## src/sv/awt_pkg.sv

```systemverilog
// Shared types, widths, register codes and reset values of the ADC window temperature unit.
`default_nettype none
package awt_pkg;

	localparam int WINDOW_DEF      = 10;
	localparam int SAMPLE_BITS_DEF = 12;

	localparam int SMP_W    = 12;
	localparam int CNT_W    = 7;
	localparam int SUM_W    = 18;
	localparam int TEMP_W   = 21;
	localparam int V25_W    = 12;
	localparam int REF_W    = 13;
	localparam int SLOPE_W  = 10;
	localparam int BASE_W   = 15;
	localparam int MV_W     = 13;
	localparam int DIFF_W   = 14;
	localparam int PROD_W   = SMP_W + REF_W;

	localparam int CFG_IDX_W = 3;
	localparam int CFG_DAT_W = 15;

	localparam logic [CFG_IDX_W-1:0] CFG_V25   = 3'd0;
	localparam logic [CFG_IDX_W-1:0] CFG_REF   = 3'd1;
	localparam logic [CFG_IDX_W-1:0] CFG_SLOPE = 3'd2;
	localparam logic [CFG_IDX_W-1:0] CFG_BASE  = 3'd3;

	localparam logic [V25_W-1:0]          V25_RST   = 12'd1430;
	localparam logic [REF_W-1:0]          REF_RST   = 13'd3300;
	localparam logic [SLOPE_W-1:0]        SLOPE_RST = 10'd435;
	localparam logic signed [BASE_W-1:0]  BASE_RST  = 15'sd2500;

	localparam int SCALE_K    = 10000;
	localparam int TEMP_LIMIT = 600000;

	// serial divider: dividend wide enough for |diff| * 10000
	localparam int DVD_W  = 27;
	localparam int DVS_W  = 10;
	localparam int STEP_W = 5;

	localparam int FIFO_DEPTH = 2;
	localparam int FIFO_PTR_W = $clog2(FIFO_DEPTH);
	localparam int FIFO_CNT_W = $clog2(FIFO_DEPTH + 1);

	typedef struct packed {
		logic [SUM_W-1:0] sum;
		logic [CNT_W-1:0] cnt;
	} awt_entry_t;

	typedef struct packed {
		logic [V25_W-1:0]         v25;
		logic [REF_W-1:0]         ref_mv;
		logic [SLOPE_W-1:0]       slope;
		logic signed [BASE_W-1:0] base;
	} awt_cfg_t;

	typedef struct packed {
		logic              start;
		logic [DVD_W-1:0]  dividend;
		logic [DVS_W-1:0]  divisor;
		logic [STEP_W-1:0] steps;
	} awt_div_req_t;

	typedef struct packed {
		logic             done;
		logic [DVD_W-1:0] quotient;
	} awt_div_rsp_t;

	typedef enum logic {
		F_IDLE,
		F_UPD
	} awt_front_state_t;

	typedef enum logic [2:0] {
		B_IDLE,
		B_DIV_MEAN,
		B_MUL,
		B_SCALE,
		B_START_T,
		B_DIV_TEMP,
		B_DONE
	} awt_back_state_t;

endpackage
`default_nettype wire

```

## src/sv/adc_window_average_to_temperature_unit.sv

```systemverilog
// Top level of the ADC window average to temperature unit: config registers and wiring.
// The back end takes a new queue entry only after the last result is loaded for output;
//   its shared serial divider works out 18 quotient bits for the mean, 27 for the temperature.
// The front end takes a new sample only in its idle state, while the queue has room.
// Reset (arst_n low, asynchronous) clears control state and loads register defaults;
//   the sample ring is not cleared, the fill count keeps unwritten entries unread.
`default_nettype none
module adc_window_average_to_temperature_unit #(
	parameter int WINDOW      = awt_pkg::WINDOW_DEF,
	parameter int SAMPLE_BITS = awt_pkg::SAMPLE_BITS_DEF
) (
	input  wire logic                         clk,
	input  wire logic                         arst_n,
	input  wire logic                         s_tvalid,
	output logic                              s_tready,
	input  wire logic [15:0]                  s_tdata,   // [11:0] adc_sample
	output logic                              m_tvalid,
	input  wire logic                         m_tready,
	output logic [39:0]                       m_tdata,   // [20:0] temperature_centideg,
	                                                     // [32:21] average_code,
	                                                     // [39:33] samples_in_window
	input  wire logic                         cfg_we,
	input  wire logic [awt_pkg::CFG_IDX_W-1:0] cfg_index,
	input  wire logic [awt_pkg::CFG_DAT_W-1:0] cfg_wdata
);
	import awt_pkg::*;

	awt_cfg_t     cfg_q;
	awt_entry_t   push_data, head;
	awt_div_req_t div_req;
	awt_div_rsp_t div_rsp;
	logic         push, pop, fifo_full, fifo_empty;
	logic [TEMP_W-1:0] temperature;
	logic [SMP_W-1:0]  average;
	logic [CNT_W-1:0]  samples;

	always_ff @(posedge clk or negedge arst_n) begin
		if (!arst_n) begin
			cfg_q.v25    <= V25_RST;
			cfg_q.ref_mv <= REF_RST;
			cfg_q.slope  <= SLOPE_RST;
			cfg_q.base   <= BASE_RST;
		end else if (cfg_we) begin
			unique case (cfg_index)
				CFG_V25:   cfg_q.v25    <= cfg_wdata[V25_W-1:0];
				CFG_REF:   cfg_q.ref_mv <= cfg_wdata[REF_W-1:0];
				CFG_SLOPE: cfg_q.slope  <= cfg_wdata[SLOPE_W-1:0];
				CFG_BASE:  cfg_q.base   <= $signed(cfg_wdata[BASE_W-1:0]);
				default: ;
			endcase
		end
	end

	awt_front #(
		.WINDOW      (WINDOW),
		.SAMPLE_BITS (SAMPLE_BITS)
	) u_front (
		.clk       (clk),
		.arst_n    (arst_n),
		.s_tvalid  (s_tvalid),
		.s_tready  (s_tready),
		.sample    (s_tdata[SMP_W-1:0]),
		.fifo_full (fifo_full),
		.push      (push),
		.push_data (push_data)
	);

	awt_fifo u_fifo (
		.clk       (clk),
		.arst_n    (arst_n),
		.push      (push),
		.push_data (push_data),
		.pop       (pop),
		.pop_data  (head),
		.full      (fifo_full),
		.empty     (fifo_empty)
	);

	awt_div u_div (
		.clk    (clk),
		.arst_n (arst_n),
		.req    (div_req),
		.rsp    (div_rsp)
	);

	awt_back #(
		.SAMPLE_BITS (SAMPLE_BITS)
	) u_back (
		.clk         (clk),
		.arst_n      (arst_n),
		.cfg         (cfg_q),
		.head        (head),
		.fifo_empty  (fifo_empty),
		.pop         (pop),
		.div_req     (div_req),
		.div_rsp     (div_rsp),
		.m_tvalid    (m_tvalid),
		.m_tready    (m_tready),
		.temperature (temperature),
		.average     (average),
		.samples     (samples)
	);

	assign m_tdata = {samples, average, temperature};

endmodule
`default_nettype wire

```

## src/sv/awt_front.sv

```systemverilog
// Front end: accepts samples, updates the sample ring, fill count and running sum.
`default_nettype none
module awt_front #(
	parameter int WINDOW      = awt_pkg::WINDOW_DEF,
	parameter int SAMPLE_BITS = awt_pkg::SAMPLE_BITS_DEF
) (
	input  wire logic                     clk,
	input  wire logic                     arst_n,
	input  wire logic                     s_tvalid,
	output logic                          s_tready,
	input  wire logic [awt_pkg::SMP_W-1:0] sample,
	input  wire logic                     fifo_full,
	output logic                          push,
	output awt_pkg::awt_entry_t           push_data
);
	import awt_pkg::*;

	localparam int PTR_W = (WINDOW > 1) ? $clog2(WINDOW) : 1;
	localparam logic [SMP_W-1:0] SMP_MASK =
		(SAMPLE_BITS >= SMP_W) ? {SMP_W{1'b1}} : SMP_W'((1 << SAMPLE_BITS) - 1);

	awt_front_state_t state_q, state_d;

	logic [SMP_W-1:0] ring [WINDOW];
	logic [SMP_W-1:0] old_s1, smp_s1;
	logic             evict_s1;
	logic [PTR_W-1:0] ptr_q;
	logic [CNT_W-1:0] cnt_q;
	logic [SUM_W-1:0] sum_q, sum_next;
	logic [SMP_W-1:0] smp;
	logic             acc;

	assign smp = sample & SMP_MASK;
	assign acc = s_tvalid && s_tready;

	always_comb begin
		state_d = state_q;
		unique case (state_q)
			F_IDLE: if (acc) state_d = F_UPD;
			F_UPD:  state_d = F_IDLE;
			default: state_d = F_IDLE;
		endcase
	end

	always_comb begin
		s_tready = 1'b0;
		push     = 1'b0;
		unique case (state_q)
			F_IDLE: s_tready = !fifo_full;
			F_UPD:  push = 1'b1;
			default: ;
		endcase
	end

	always_comb begin
		sum_next = sum_q - (evict_s1 ? SUM_W'(old_s1) : '0) + SUM_W'(smp_s1);
		push_data.sum = sum_next;
		push_data.cnt = cnt_q;
	end

	// read the evicted entry before it is overwritten
	always_ff @(posedge clk) begin
		if (acc) begin
			old_s1    <= ring[ptr_q];
			ring[ptr_q] <= smp;
			smp_s1    <= smp;
		end
	end

	always_ff @(posedge clk or negedge arst_n) begin
		if (!arst_n) begin
			state_q  <= F_IDLE;
			ptr_q    <= '0;
			cnt_q    <= '0;
			sum_q    <= '0;
			evict_s1 <= 1'b0;
		end else begin
			state_q <= state_d;
			if (acc) begin
				ptr_q    <= (ptr_q == PTR_W'(WINDOW - 1)) ? '0 : ptr_q + 1'b1;
				evict_s1 <= (cnt_q >= CNT_W'(WINDOW));
				if (cnt_q < CNT_W'(WINDOW)) cnt_q <= cnt_q + 1'b1;
			end
			if (push) sum_q <= sum_next;
		end
	end

endmodule
`default_nettype wire

```

## src/sv/awt_fifo.sv

```systemverilog
// Short queue between front end and back end.
`default_nettype none
module awt_fifo (
	input  wire logic                clk,
	input  wire logic                arst_n,
	input  wire logic                push,
	input  wire awt_pkg::awt_entry_t push_data,
	input  wire logic                pop,
	output awt_pkg::awt_entry_t      pop_data,
	output logic                     full,
	output logic                     empty
);
	import awt_pkg::*;

	awt_entry_t            mem [FIFO_DEPTH];
	logic [FIFO_PTR_W-1:0] wr_q, rd_q;
	logic [FIFO_CNT_W-1:0] cnt_q;

	assign full     = (cnt_q == FIFO_CNT_W'(FIFO_DEPTH));
	assign empty    = (cnt_q == '0);
	assign pop_data = mem[rd_q];

	always_ff @(posedge clk) begin
		if (push) mem[wr_q] <= push_data;
	end

	always_ff @(posedge clk or negedge arst_n) begin
		if (!arst_n) begin
			wr_q  <= '0;
			rd_q  <= '0;
			cnt_q <= '0;
		end else begin
			if (push)
				wr_q <= (wr_q == FIFO_PTR_W'(FIFO_DEPTH - 1)) ? '0 : wr_q + 1'b1;
			if (pop)
				rd_q <= (rd_q == FIFO_PTR_W'(FIFO_DEPTH - 1)) ? '0 : rd_q + 1'b1;
			case ({push, pop})
				2'b10:   cnt_q <= cnt_q + 1'b1;
				2'b01:   cnt_q <= cnt_q - 1'b1;
				default: cnt_q <= cnt_q;
			endcase
		end
	end

endmodule
`default_nettype wire

```

## src/sv/awt_div.sv

```systemverilog
// Restoring serial divider, one quotient bit per cycle, shared by mean and temperature.
`default_nettype none
module awt_div (
	input  wire logic                  clk,
	input  wire logic                  arst_n,
	input  wire awt_pkg::awt_div_req_t req,
	output awt_pkg::awt_div_rsp_t      rsp
);
	import awt_pkg::*;

	logic [DVS_W-1:0]  rem_q, dvs_q;
	logic [DVD_W-1:0]  quo_q;
	logic [STEP_W-1:0] left_q;
	logic              busy_q, done_q;
	logic [DVS_W:0]    shifted;
	logic [DVS_W+1:0]  trial;
	logic              ge;

	always_comb begin
		shifted = {rem_q, quo_q[DVD_W-1]};
		trial   = {1'b0, shifted} - {2'b00, dvs_q};
		ge      = !trial[DVS_W+1];
	end

	assign rsp.done     = done_q;
	assign rsp.quotient = quo_q;

	always_ff @(posedge clk) begin
		if (req.start) begin
			rem_q <= '0;
			quo_q <= req.dividend;
			dvs_q <= req.divisor;
		end else if (busy_q) begin
			rem_q <= ge ? trial[DVS_W-1:0] : shifted[DVS_W-1:0];
			quo_q <= {quo_q[DVD_W-2:0], ge};
		end
	end

	always_ff @(posedge clk or negedge arst_n) begin
		if (!arst_n) begin
			busy_q <= 1'b0;
			done_q <= 1'b0;
			left_q <= '0;
		end else begin
			done_q <= busy_q && (left_q == STEP_W'(1));
			if (req.start) begin
				busy_q <= 1'b1;
				left_q <= req.steps;
			end else if (busy_q) begin
				left_q <= left_q - 1'b1;
				if (left_q == STEP_W'(1)) busy_q <= 1'b0;
			end
		end
	end

endmodule
`default_nettype wire

```

## src/sv/awt_back.sv

```systemverilog
// Back end: mean, millivolt scaling, temperature division, saturation and output register.
`default_nettype none
module awt_back #(
	parameter int SAMPLE_BITS = awt_pkg::SAMPLE_BITS_DEF
) (
	input  wire logic                       clk,
	input  wire logic                       arst_n,
	input  wire awt_pkg::awt_cfg_t          cfg,
	input  wire awt_pkg::awt_entry_t        head,
	input  wire logic                       fifo_empty,
	output logic                            pop,
	output awt_pkg::awt_div_req_t           div_req,
	input  wire awt_pkg::awt_div_rsp_t      div_rsp,
	output logic                            m_tvalid,
	input  wire logic                       m_tready,
	output logic [awt_pkg::TEMP_W-1:0]      temperature,
	output logic [awt_pkg::SMP_W-1:0]       average,
	output logic [awt_pkg::CNT_W-1:0]       samples
);
	import awt_pkg::*;

	localparam logic signed [DVD_W+1:0] LIM_POS = (DVD_W + 2)'(TEMP_LIMIT);
	localparam logic signed [DVD_W+1:0] LIM_NEG = -(DVD_W + 2)'(TEMP_LIMIT);

	awt_back_state_t state_q, state_d;

	logic [CNT_W-1:0]         cnt_q;
	logic [SMP_W-1:0]         mean_q;
	logic [PROD_W-1:0]        prod_q;
	logic [DVD_W-1:0]         scaled_q;
	logic                     neg_q;
	logic signed [DVD_W+1:0]  t_q;
	logic                     out_free, load_out;

	logic [PROD_W-1:0]        mv_full;
	logic [MV_W-1:0]          mv;
	logic signed [DIFF_W-1:0] diff;
	logic [DIFF_W-1:0]        mag;
	logic [SLOPE_W-1:0]       slope_eff;
	logic signed [DVD_W:0]    q_sgn;
	logic signed [DVD_W+1:0]  t_sum;
	logic [TEMP_W-1:0]        t_sat;

	assign out_free = !m_tvalid || m_tready;

	always_comb begin
		state_d = state_q;
		unique case (state_q)
			B_IDLE:     if (!fifo_empty) state_d = B_DIV_MEAN;
			B_DIV_MEAN: if (div_rsp.done) state_d = B_MUL;
			B_MUL:      state_d = B_SCALE;
			B_SCALE:    state_d = B_START_T;
			B_START_T:  state_d = B_DIV_TEMP;
			B_DIV_TEMP: if (div_rsp.done) state_d = B_DONE;
			B_DONE:     if (out_free) state_d = B_IDLE;
			default:    state_d = B_IDLE;
		endcase
	end

	always_comb begin
		slope_eff = (cfg.slope == '0) ? SLOPE_W'(1) : cfg.slope;
		pop       = 1'b0;
		load_out  = 1'b0;
		div_req   = '0;
		unique case (state_q)
			B_IDLE: begin
				if (!fifo_empty) begin
					pop              = 1'b1;
					div_req.start    = 1'b1;
					div_req.dividend = {head.sum, {(DVD_W - SUM_W){1'b0}}};
					div_req.divisor  = DVS_W'(head.cnt);
					div_req.steps    = STEP_W'(SUM_W);
				end
			end
			B_START_T: begin
				div_req.start    = 1'b1;
				div_req.dividend = scaled_q;
				div_req.divisor  = DVS_W'(slope_eff);
				div_req.steps    = STEP_W'(DVD_W);
			end
			B_DONE: load_out = out_free;
			default: ;
		endcase
	end

	always_comb begin
		mv_full = prod_q >> SAMPLE_BITS;
		mv      = mv_full[MV_W-1:0];
		diff    = $signed({2'b00, cfg.v25}) - $signed({1'b0, mv});
		mag     = diff[DIFF_W-1] ? DIFF_W'(-diff) : DIFF_W'(diff);
		q_sgn   = $signed({1'b0, div_rsp.quotient});
		if (neg_q) q_sgn = -q_sgn;
		t_sum   = (DVD_W + 2)'(q_sgn) + (DVD_W + 2)'(cfg.base);
		if (t_q > LIM_POS)
			t_sat = TEMP_W'(LIM_POS);
		else if (t_q < LIM_NEG)
			t_sat = TEMP_W'(LIM_NEG);
		else
			t_sat = TEMP_W'(t_q);
	end

	always_ff @(posedge clk) begin
		if (pop) cnt_q <= head.cnt;
		if (state_q == B_DIV_MEAN && div_rsp.done) mean_q <= div_rsp.quotient[SMP_W-1:0];
		if (state_q == B_MUL) prod_q <= PROD_W'(mean_q) * PROD_W'(cfg.ref_mv);
		if (state_q == B_SCALE) begin
			scaled_q <= DVD_W'(mag) * DVD_W'(SCALE_K);
			neg_q    <= diff[DIFF_W-1];
		end
		if (state_q == B_DIV_TEMP && div_rsp.done) t_q <= t_sum;
		if (load_out) begin
			temperature <= t_sat;
			average     <= mean_q;
			samples     <= cnt_q;
		end
	end

	always_ff @(posedge clk or negedge arst_n) begin
		if (!arst_n) begin
			state_q  <= B_IDLE;
			m_tvalid <= 1'b0;
		end else begin
			state_q <= state_d;
			if (load_out)
				m_tvalid <= 1'b1;
			else if (m_tready)
				m_tvalid <= 1'b0;
		end
	end

endmodule
`default_nettype wire

```

## config.mk

```make
export PLATFORM = sky130hd
export DESIGN_NAME = adc_window_average_to_temperature_unit
export DESIGN_NICKNAME = d
export VERILOG_FILES = /design/src/sv/awt_pkg.sv /design/src/sv/adc_window_average_to_temperature_unit.sv /design/src/sv/awt_front.sv /design/src/sv/awt_fifo.sv /design/src/sv/awt_div.sv /design/src/sv/awt_back.sv
export SDC_FILE = /design/constraint.sdc
export NUM_CORES = 1
export LEC_CHECK = 0
export BUFFER_PORTS_ARGS = -buffer_cell sky130_fd_sc_hd__buf_2
export CORE_MARGIN = 8
export CORE_UTILIZATION = 64
export DETAILED_ROUTE_END_ITERATION = 8
export PLACE_DENSITY = 0.82
export SYNTH_ARGS = -nofsm -noshare
export SYNTH_HDL_FRONTEND = slang
export SYNTH_SLANG_ARGS = --single-unit
export TNS_END_PERCENT = 10
```

## constraint.sdc

```tcl
create_clock -name clk -period 7.96 [get_ports clk]
set_input_delay 1.592 -clock clk [delete_from_list [all_inputs] [get_ports clk]]
set_output_delay 1.592 -clock clk [all_outputs]
set_load 0.1 [all_outputs]
```

# == Yosys cells after proc, flatten, opt, wreduce, memory -nomap -nowiden ==
# Memories as Yosys holds them, arrays and structs flattened. A register that Yosys moved wholly into a read port is not among the register bits.
# Index checks and enable logic that the tools add are counted.
# Widths: inputs -> output; s select.
# totals
n_memories,2
mem_bits_rw,170
inputBits,39
reg_bits,292
latch_bits,0
mem_bits_ro,0
out_inout_bits,42
# classes
bitwise,1
eq_ne,18
reduce_logical,22
mux,36
div,0
n_lt_le_gt_ge,4
shifts,0
n_addsub,14
n_mul,2
# memory_table
memory,depth,width,read_ports,rd_clocked_by_memory_dff,write_ports,line_no,text
u_front.ring,10,12,1,1,1,awt_front.sv:24,logic [SMP_W-1:0] ring [WINDOW];
u_fifo.mem,2,25,1,0,1,awt_fifo.sv:15,awt_entry_t mem [FIFO_DEPTH];
# op_table
operator,count
$pmux 43 s2,1
$mux 27,2
$mux 43,1
$add 28x15->29,1
$gt 29x21->1 const B,1
$lt 29x21->1 const B,1
$mux 28,1
$neg 27->28,1
$mul 12x13->25,1
$mul 14x10->23 const B,1
$mux 21,1
$pmux 3 s7,1
$mux 10,2
$add 18x12->18,1
$sub 18x18->18,1
$mux 1,16
$mux 14,1
$neg 14->14,1
$sub 12x13->14,1
$eq 3x2->1 const B,4
$mux 12,1
$mux 3,4
$sub 11x10->12,1
$logic_not 10->1,1
30 further kinds,50

# == Depth between registers and ports, before layout ==
# Gate-level depths: netlist of the first run.
# logic_depth
word_depth,6
mapped_depth,30
mapped_depth_nobuf,29

# == Cells and area by module ==
# From an unflattened synthesis of the first run, not the netlist that was laid out.
# unflattened
hier_cells,2403
hier_area_um2,28857.7
# modules_own_cells
mod,cells_per_inst,n_inst,area_per_inst_um2
awt_back,1425,1,14122.3
awt_front,563,1,8020.2
awt_div,213,1,2667.6
awt_fifo,94,1,2089.5
adc_window_average_to_temperature_unit,108,1,1958.1

# == Worst setup path before layout of the first run ==
# No wires, ideal clock.
# synth_timing
path_type,reg-to-reg
from,reg cfg_q[42] (netlist bit)
to,reg u_back.scaled_q[26] (data pin)
t_required_ns,7.698
period_less_slack_ns,7.021
stages_incl_launch_ff,30
setup_slack_ns,0.939
arrival_ns,6.759
cell_sequence,dfstp_2 ha_1 nor3_1 and4b_1 o21ai_1 a21boi_0 o41ai_1 clkbuf_1 o21ai_0 xnor2_1 ha_1 xor2_1 ha_1 inv_1 fa_1 inv_1 ha_1 inv_1 fa_1 inv_1 ha_1 o21a_1 o21ai_0 nand2b_1 a41oi_1 o21ai_0 o31a_1 nor3_1 o31ai_1 xnor2_1
# synth_via
elab_chain_len,4
# synth_lines
element,line_no,text
start: declaration,adc_window_average_to_temperature_unit.sv:28,awt_cfg_t cfg_q;
$sub 12x13->14 (*),awt_back.sv:89,"diff = $signed({2'b00, cfg.v25}) - $signed({1'b0, mv});"
net u_back.diff[13],awt_back.sv:37,logic signed [DIFF_W-1:0] diff;
$neg 14->14,awt_back.sv:90,mag = diff[DIFF_W-1] ? DIFF_W'(-diff) : DIFF_W'(diff);
$mux 14 (*),awt_back.sv:90,
$mul 14x10->23 (*),awt_back.sv:107,scaled_q <= DVD_W'(mag) * DVD_W'(SCALE_K);
end signal: assignment,awt_back.sv:107,
end: declaration,awt_back.sv:30,logic [DVD_W-1:0] scaled_q;
# The timed path passes the listed nets; every way through them passes the cells marked *.
# A chain may end at the register's enable or synchronous reset.

# == Final worst setup path of the first run ==
# layout_timing
from,reg cfg_q[38] (netlist bit)
to,reg u_back.scaled_q[26] (data pin)
# layout_via
elab_chain_len,4
# layout_lines
element,line_no
$sub 12x13->14 (*),awt_back.sv:89
$neg 14->14,awt_back.sv:90
$mux 14 (*),awt_back.sv:90
$mul 14x10->23 (*),awt_back.sv:107
# Every way passes the cells marked *; elsewhere a longest branch is shown, timed or not.

==> run metrics, run 1 <==
outcome=completed; fmax=~130 MHz; area leader, netlist=edfxtp_1; most frequent cells in the layout=edfxtp_1, inv_1, nand2_1; GP Congestion=approximately 0.88; Worst slew margin=0.151; num rows=between 70 and 80; commonest non-fill, non-tap cell in the layout=edfxtp_1; Clock Skews=between 0.01 and 0.015 ns; Hold Buf Count CTS=0; mean post-synth cell area=~12 um2; share of layout cells above drive strength 1=0.123; DR pass1 iterations=6; Post-synth EDFFs=between 300 and 400; top_reg_cell synth=edfxtp_1; slowest CP cell=fa_1; Max Cap Viol=0; CP max stage delay=0.52 ns; sequential fraction of the synthesis area=0.474; initial core utilization=0.641; drt total wl=slightly below 60 mm; grt ovf=0; DIE WIDTH=~230 um; Detailed Place HPWL=between 40 and 50 mm; drt initial violations=between 1,000 and 1,500; Reg clk slew, reported paths=~0.06 ns; Synth Area in Simple Gates=0.0970; CTS tree=yes; Setup Viol. Count Final=0; Critical Path AT=a little under 8 ns; synth top area cells=edfxtp_1, fa_1, ha_1, dfrtp_1, inv_1; RSZ-0062 raised after global routing=no; cell mode on critical path=ha_1; crit path kind=reg -> reg; critical path capture point type=register; Area Overhead vs Synth=9.52%; post-synth cell types=74; Die Height=approximately 230 um; core area=~44,000 um2; I/O pin cnt=81; Worst-Margin Slew=1.27 ns; Post-Syn Instances=2,378; vias post-DR=about 18,000; CTS Root Buffer Type=clkbuf_16; clock sink count=between 400 and 500; vias in the first global route=about 19,000; CTS Buf Count=47; Port Buffer Count=76; worst skew pair latency=0.58 ns; initial antenna violation count=1; asr flop ratio synth=0.208; Mapped Nets=2,764; min cycle time layout=approximately 7.4 ns; buffers and inverters on the worst path=4; DRT antenna net count=0; Tcrit/Tclk final=0.931; XOR/XNOR share of the synthesized area=0.0448; via/cell ratio=roughly 6; Hold/Removal Path Class=reg -> reg; adder-cell share of the synthesized area=0.193; Worst setup SP type=register; synth warn=0; Die ar.=50,900 um2; CP top delay family=adder cells; nets=approximately 2,800; post-synthesis mux area share=0.0556; Crit Path Max Fanout=5; largest family of logic cells by synthesized area=adder cells; Setup TNS Final=0 ns; share of the synthesized area in the top cell type=0.380; largest net degree at the start of global routing=50; final routed DRC violation total=0; #FFs+latches synth=about 460; Compound-Gate Fraction of Synth Area=0.0867; Total Routing Usage GR=0.230; mapped cell area=28,100 um2; first-pass GRT wire length=around 94 mm; fin. max-slew vios=0; per-cell routed wire length=18.9 um; H-tree levels=2; CTS Buffer Depth=3; Req. time, crit path=8.29 ns; Fin. Hold Viols=0
==> stage by stage <==
step / cells / setup slack (ns) / hold WS [ns] / area, um2 / utilization
5_1_grt: 3075 / 0.0471 / 0.435 / 30800 / 0.702
3_5_place_dp: 2987 / 0.626 / 0.412 / 29200 / 0.665
3_3_place_gp: 2987 / 0.848 / 0.406 / 29200 / 0.665
6_report: 3077 / 0.547 / 0.426 / 30800 / 0.703
2_1_floorplan: 2378 / 0.939 / 0.400 / 28100 / -
4_1_cts: 3075 / 0.595 / 0.425 / 30800 / 0.702
==> cell usage after synthesis, drive strengths merged (8+ instances only) <==
cell type  count
a211oi        23
a21o          39
a21oi         98
a22o          10
a31oi         15
and2          62
and3          14
clkbuf        79
dfrtp         73
dfstp         23
dfxtp         10
edfxtp       356
fa           146
ha           201
inv          283
mux2          58
mux2i         37
mux4          24
nand2        225
nand2b        19
nand3         18
nand4          9
nor2         105
nor2b         30
nor3          21
nor4           8
o21a          21
o21ai        102
o21bai        12
o31ai         15
or2            8
or3           12
or4            9
xnor2        102
xor2          41
==> layout make-up <==
| class | instances | area, um2 |
|---|---|---|
| clock buffers | 57 | 1230 |
| diodes | 2 | 5.00 |
| multi-input cells | 1551 | 13500 |
| well taps | 592 | 741 |
| clock inverters | 31 | 383 |
| repair buffers | 99 | 556 |
| inverters | 283 | 1060 |
| fillers | 2904 | 13000 |
| flip-flops and latches | 462 | 13300 |
==> repair_timing <==
action	CTS	global route
setup endpoints to repair	0	2
resized for setup	0	2
buffers inserted	0	0
endpoints found under the hold margin	0	0
==> cell families (layout without fill, tap and decap cells) <==
logic type / Yosys count / in the layout
AND/OR/NAND/NOR: 562 / 562
flip-flops: 462 / 462
AO/OA/AOI/OAI: 380 / 380
buffers and inverters: 365 / 470
adder cells (fa/ha/maj): 347 / 347
XOR/XNOR: 143 / 143
multiplexers: 119 / 119
other: 0 / 2
==> metal layers <==
layer | vias up | GRT usage | wire length, um
met5 | - | 0 | 0
met4 | 0 | 0.109 | 2740
met3 | 170 | 0.0435 | 3510
met1 | 8978 | 0.271 | 22600
met2 | 566 | 0.403 | 29300
li1 | 8399 | - | -
==> sequential cells by signal, summed over array words and instances (netlist names), 3 cells and up <==
signal	flops
u_front.ring	120
cfg_q	50
u_fifo.mem	50
u_back.t_q	29
u_div.quo_q	27
u_back.scaled_q	23
u_back.temperature	21
u_front.sum_q	18
u_back.prod_q	13
u_back.average	12
u_back.mean_q	12
u_front.old_s1	12
u_front.smp_s1	12
u_div.dvs_q	10
u_div.rem_q	10
u_back.cnt_q	7
u_back.samples	7
u_front.cnt_q	7
u_div.left_q	5
u_front.ptr_q	4
u_back.state_q	3
==> path summary, 6_finish.rpt <==
| kind | from | to | slack, ns | cells after the start |
|---|---|---|---|---|
| max | cfg_q[38] | u_back.scaled_q[26] | 0.55 | 28 |
| min | u_front.cnt_q[5] | u_front.cnt_q[5] | 0.43 | 0 |
| max reg2reg | cfg_q[38] | u_back.scaled_q[26] | 0.55 | 28 |
| min reg2reg | u_front.cnt_q[5] | u_front.cnt_q[5] | 0.43 | 0 |
| max in group asynchronous | arst_n | cfg_q[1] | 5.76 | 2 |
| min in group asynchronous | arst_n | u_front.ptr_q[0] | 1.06 | 1 |
Power of run 1 is left out: the tool's default activity adds up to more than one toggle a clock period on the data nets, which glitch-free logic cannot reach.
==> run 2: changes to the inputs <==
--- a/config.mk
+++ b/config.mk
@@ -6,10 +6,12 @@
 export NUM_CORES = 1
 export LEC_CHECK = 0
 export BUFFER_PORTS_ARGS = -buffer_cell sky130_fd_sc_hd__buf_2
+export CELL_PAD_IN_SITES_DETAIL_PLACEMENT = 0
+export CELL_PAD_IN_SITES_GLOBAL_PLACEMENT = 1
 export CORE_MARGIN = 8
-export CORE_UTILIZATION = 64
+export CORE_UTILIZATION = 52
 export DETAILED_ROUTE_END_ITERATION = 8
-export PLACE_DENSITY = 0.82
+export PLACE_DENSITY_LB_ADDON = 0.1
 export SYNTH_ARGS = -nofsm -noshare
 export SYNTH_HDL_FRONTEND = slang
 export SYNTH_SLANG_ARGS = --single-unit
==> run metrics, run 2 (synthesized netlist as in run 1, its figures left out) <==
vias post-DR=roughly 18,000; num rows=85; Setup TNS Final=0 ns; Die ar.=approximately 62,000 um2; final routed DRC violation total=0; core area=53,600 um2; worst skew pair latency=about 0.62 ns; drt total wl=~60 mm; hold wc startpoint=u_back.cnt_q[6]; Detailed Place HPWL=43.8 mm; CTS Buffer Depth=3; Clock Skews=around 0.036 ns; max FFs per register=120; crit path kind=reg -> reg; commonest non-fill, non-tap cell in the layout=edfxtp_1; Hold Buf Count CTS=0; Tcrit/Tclk final=0.928; initial antenna violation count=3; critical path capture point type=register; H-tree levels=2; DRT antenna net count=0; Reg clk slew, reported paths=about 0.06 ns; biggest regs=u_front.ring (120), cfg_q (50), u_fifo.mem (50); Worst setup SP type=register; hold depth=0; first-pass GRT wire length=between 90 and 100 mm; WHS Endpoint=u_back.samples[6]; Max Cap Viol=0; FF-to-FF path depth=25; fmax=between 100 and 150 MHz; GP Congestion=between 0.8 and 0.9; RSZ-0062 raised after global routing=no; Crit Path Max Fanout=8; Top reg by flops=u_front.ring; per-cell routed wire length=between 15 and 20 um; initial core utilization=0.525; Hold/Removal Path Class=reg -> reg; Area Overhead vs Synth=10.7%; outcome=completed; nets=2,836; clock sink count=462; grt ovf=0; fin. max-slew vios=0; reg2reg start=cfg_q[42]; CTS Buf Count=50; Worst-Margin Slew=roughly 1.2 ns; Total Routing Usage GR=0.191; Port Buffer Count=76; R2R Setup Slk=0.57 ns; DR pass1 iterations=5; CTS Root Buffer Type=clkbuf_16; most frequent cells in the layout=edfxtp_1, inv_1, nand2_1; largest net degree at the start of global routing=between 50 and 60; share of layout cells above drive strength 1=0.130; Reg-to-Reg End=u_back.scaled_q[26]; Req. time, crit path=approximately 8.3 ns; Die Height=around 250 um; Fin. Hold Viols=0; vias in the first global route=approximately 18,000; Critical Path AT=just under 8 ns; drt initial violations=940; min cycle time layout=approximately 7.4 ns; via/cell ratio=between 5 and 6; I/O pin cnt=81; Worst slew margin=0.185; Setup Viol. Count Final=0; DIE WIDTH=roughly 250 um; CTS tree=yes
run 2: changes by cell type in the layout (fill, tap and decap cells not counted), sizes merged:
cell	delta
clkinvlp	+1
inv	-2
clkinv	+7
buf	+3
diode	-1
run 2: timing repair:
action / CTS / global route
resized for setup: 0 / 2
endpoints found under the setup margin: 0 / 2
setup buffers: 0 / 0
run 2: final cells by class:
type                            count  area [um2]
Timing Repair Buffer              102         578
Tap cell                          696         871
Sequential cell                   462       13300
Antenna cell                        1        2.50
Multi-Input combinational cell   1551       13500
Fill cell                        4504       22500
Inverter                          283        1060
Clock inverter                     37         483
Clock buffer                       57        1310
run 2: per-stage QoR:
stage	area (um2)	setup slack (ns)	util	cells	hold WS, ns
after detailed placement	29300	0.372	0.547	3094	0.405
final	31100	0.573	0.581	3189	0.416
after global placement	29300	0.549	0.547	3094	0.400
after floorplan	28100	0.939	-	2378	0.400
after global routing	31100	0.126	0.581	3188	0.428
after CTS	31100	0.326	0.580	3188	0.416
run 2: metal layers:
| metal | vias up | global-route usage | share of wire |
|---|---|---|---|
| li1 | 8425 | - | - |
| met1 | 8639 | 0.243 | 0.43 |
| met2 | 357 | 0.330 | 0.49 |
| met3 | 85 | 0.0383 | 0.052 |
| met4 | 4 | 0.0560 | 0.022 |
| met5 | - | 0 | 0.00044 |
run 2: critical path: stages (launching register included):
cell	delay, ns
dfstp_2	0.53
ha_1	0.30
nor3_1	0.21
and4b_1	0.21
o21ai_1	0.14
a21boi_0	0.25
o41ai_4	0.47
o21ai_0	0.27
xnor2_1	0.36
ha_1	0.32
xor2_1	0.17
ha_1	0.33
fa_1	0.48
ha_1	0.29
inv_1	0.05
fa_1	0.50
inv_1	0.04
ha_1	0.35
a21oi_1	0.25
o211ai_1	0.16
a41oi_1	0.42
o21ai_0	0.26
o31a_1	0.30
nor3_1	0.21
o31ai_1	0.14
xnor2_1	0.14
run 2: worst max path at each step:
stage,startpoint,to,cells after the start
after CTS,cfg_q[42],u_back.scaled_q[26],27
after global placement,cfg_q[42],u_back.scaled_q[26],27
after detailed placement,cfg_q[42],u_back.scaled_q[26],27
final,cfg_q[42],u_back.scaled_q[26],25
after global routing,cfg_q[42],u_back.scaled_q[26],25
after floorplan,cfg_q[42],u_back.scaled_q[26],29
Power of run 2 is left out for the same reason.
==> run 3: changes to the inputs <==
--- a/config.mk
+++ b/config.mk
@@ -8,8 +8,7 @@
 export BUFFER_PORTS_ARGS = -buffer_cell sky130_fd_sc_hd__buf_2
 export CELL_PAD_IN_SITES_DETAIL_PLACEMENT = 0
 export CELL_PAD_IN_SITES_GLOBAL_PLACEMENT = 1
-export CORE_MARGIN = 8
-export CORE_UTILIZATION = 52
+export CORE_UTILIZATION = 47
 export DETAILED_ROUTE_END_ITERATION = 8
 export PLACE_DENSITY_LB_ADDON = 0.1
 export SYNTH_ARGS = -nofsm -noshare
==> constraint.sdc (replaced) <==
create_clock -name clk -period 6.3 [get_ports clk]
set_input_delay 1.26 -clock clk [delete_from_list [all_inputs] [get_ports clk]]
set_output_delay 1.26 -clock clk [all_outputs]
set_load 0.1 [all_outputs]
==> run metrics, run 3 (synthesized netlist as in run 1, its figures left out) <==
outcome=completed; slowest CP cell=fa_1; post-route cell area=between 30,000 and 40,000 um2; per-cell routed wire length=approximately 18 um; vias in the first global route=approximately 18,000; vias post-DR=17,800; worst skew pair latency=about 0.59 ns; initial antenna violation count=1; max FFs per register=120; R2R Setup Slk=between 0.1 and 0.15 ns; Worst slew margin=0.180; reg2reg start=cfg_q[43]; WHS Endpoint=u_back.samples[1]; FF-to-FF path depth=29; hold depth=0; non-filler cells in the finished layout=approximately 3,400; num rows=89; critical path capture point type=register; Reg-to-Reg End=u_back.scaled_q[26]; CTS Buf Count=50; diode count=0; Worst setup SP type=register; Area Overhead vs Synth=15.6%; drt total wl=just over 60 mm; RSZ-0062 raised after global routing=yes; clock sink count=about 460; most frequent cells in the layout=edfxtp_1, inv_1, nand2_1; DRT antenna net count=0; CTS Root Buffer Type=clkbuf_16; multi-input logic area=14,000 um2; Worst-Margin Slew=approximately 1.2 ns; largest net degree at the start of global routing=53; fin. max-slew vios=0; Setup Viol. Count Final=0; nets=a little under 3,000; H-tree levels=2; share of layout cells above drive strength 1=0.193; final routed DRC violation total=0; DR pass1 iterations=4; Fin. Hold Viols=0; DP Area=just over 30,000 um2; Hold/Removal Path Class=reg -> reg; first-pass GRT wire length=about 97 mm; grt ovf=0; Crit Path Max Fanout=4; I/O pin cnt=81; DIE WIDTH=247 um; Critical Path AT=6.53 ns; min cycle time layout=around 6.2 ns; commonest non-fill, non-tap cell in the layout=edfxtp_1; Req. time, crit path=6.64 ns; Top reg by flops=u_front.ring; Port Buffer Count=between 70 and 80; Worst Hold Slack=0.403 ns; Total Routing Usage GR=0.204; via/cell ratio=5.27; Die Height=between 200 and 250 um; fmax=between 150 and 200 MHz; # fillers=slightly above 5,000; core area=59,000 um2; biggest regs=u_front.ring (120), cfg_q (50), u_fifo.mem (50); Tcrit/Tclk final=0.983; CTS Buffer Depth=3; crit path kind=reg -> reg; GP Congestion=0.807; Sequential Area=13,300 um2; drt initial violations=approximately 980; CTS tree=yes; Detailed Place HPWL=45.6 mm; hold wc startpoint=u_back.cnt_q[1]; placed insts=~3,300; Clock Skews=between 0.02 and 0.03 ns; Max Cap Viol=0; initial core utilization=0.476; Setup TNS Final=0 ns; Reg clk slew, reported paths=approximately 0.070 ns; CP max stage delay=around 0.53 ns; Die ar.=60,800 um2
==> run 3: changes by cell type in the layout (fill, tap and decap cells not counted), sizes merged <==
cell / delta
clkbuf: +8
buf: +117
bufinv: -2
clkinv: -2
diode: -1
clkinvlp: -4
==> run 3: per-layer routing <==
layer | share of wire | global-route usage | routed length [um] | vias up
li1 | - | - | - | 8652
met2 | 0.49 | 0.352 | 29800 | 249
met1 | 0.46 | 0.276 | 27700 | 8857
met3 | 0.030 | 0.0214 | 1840 | 73
met5 | 0 | 0 | 0 | -
met4 | 0.018 | 0.0468 | 1080 | 0
==> run 3: how the worst max path moves through the flow <==
stage               startpoint             endpoint  slack (ns)
finish               cfg_q[43]  u_back.scaled_q[26]        0.11
global route         cfg_q[40]  u_back.scaled_q[25]       -0.19
CTS                  cfg_q[38]  u_back.scaled_q[26]       -0.01
detailed placement   cfg_q[38]  u_back.scaled_q[26]       -0.29
global placement     cfg_q[38]  u_back.scaled_q[25]       -0.17
floorplan            cfg_q[38]  u_back.scaled_q[25]      -0.009
==> run 3: cell type report <==
type,instances,area share
multi-input cells,1551,0.430
repair buffers,219,0.0452
inverters,283,0.0327
clock buffers,65,0.0424
well taps,773,0.0298
clock inverters,29,0.00989
flip-flops and latches,462,0.410
==> run 3: timing repair <==
| action | CTS | global route |
|---|---|---|
| pin swaps | 33 | 35 |
| hold buffers | 0 | 0 |
| gates resized for setup | 30 | 42 |
| setup endpoints to repair | 4 | 5 |
| setup buffers | 9 | 10 |
==> run 3: worst max-delay path: cells and delay by family, from the launching register on <==
kind | cells | cell delay, ns
buf+inv | 6 | 0.50
flops | 1 | 0.38
compound gates | 10 | 1.59
simple gates | 3 | 0.70
fa+ha+maj | 7 | 2.35
xor+xnor | 3 | 0.45
==> run 3: metrics by stage <==
step	utilization	setup slack, ns
6_report	0.551	0.110
4_1_cts	0.545	-0.0101
3_3_place_gp	0.513	-0.170
2_1_floorplan	-	-0.00918
5_1_grt	0.551	-0.187
3_5_place_dp	0.513	-0.286
Power of run 3 is left out for the same reason.
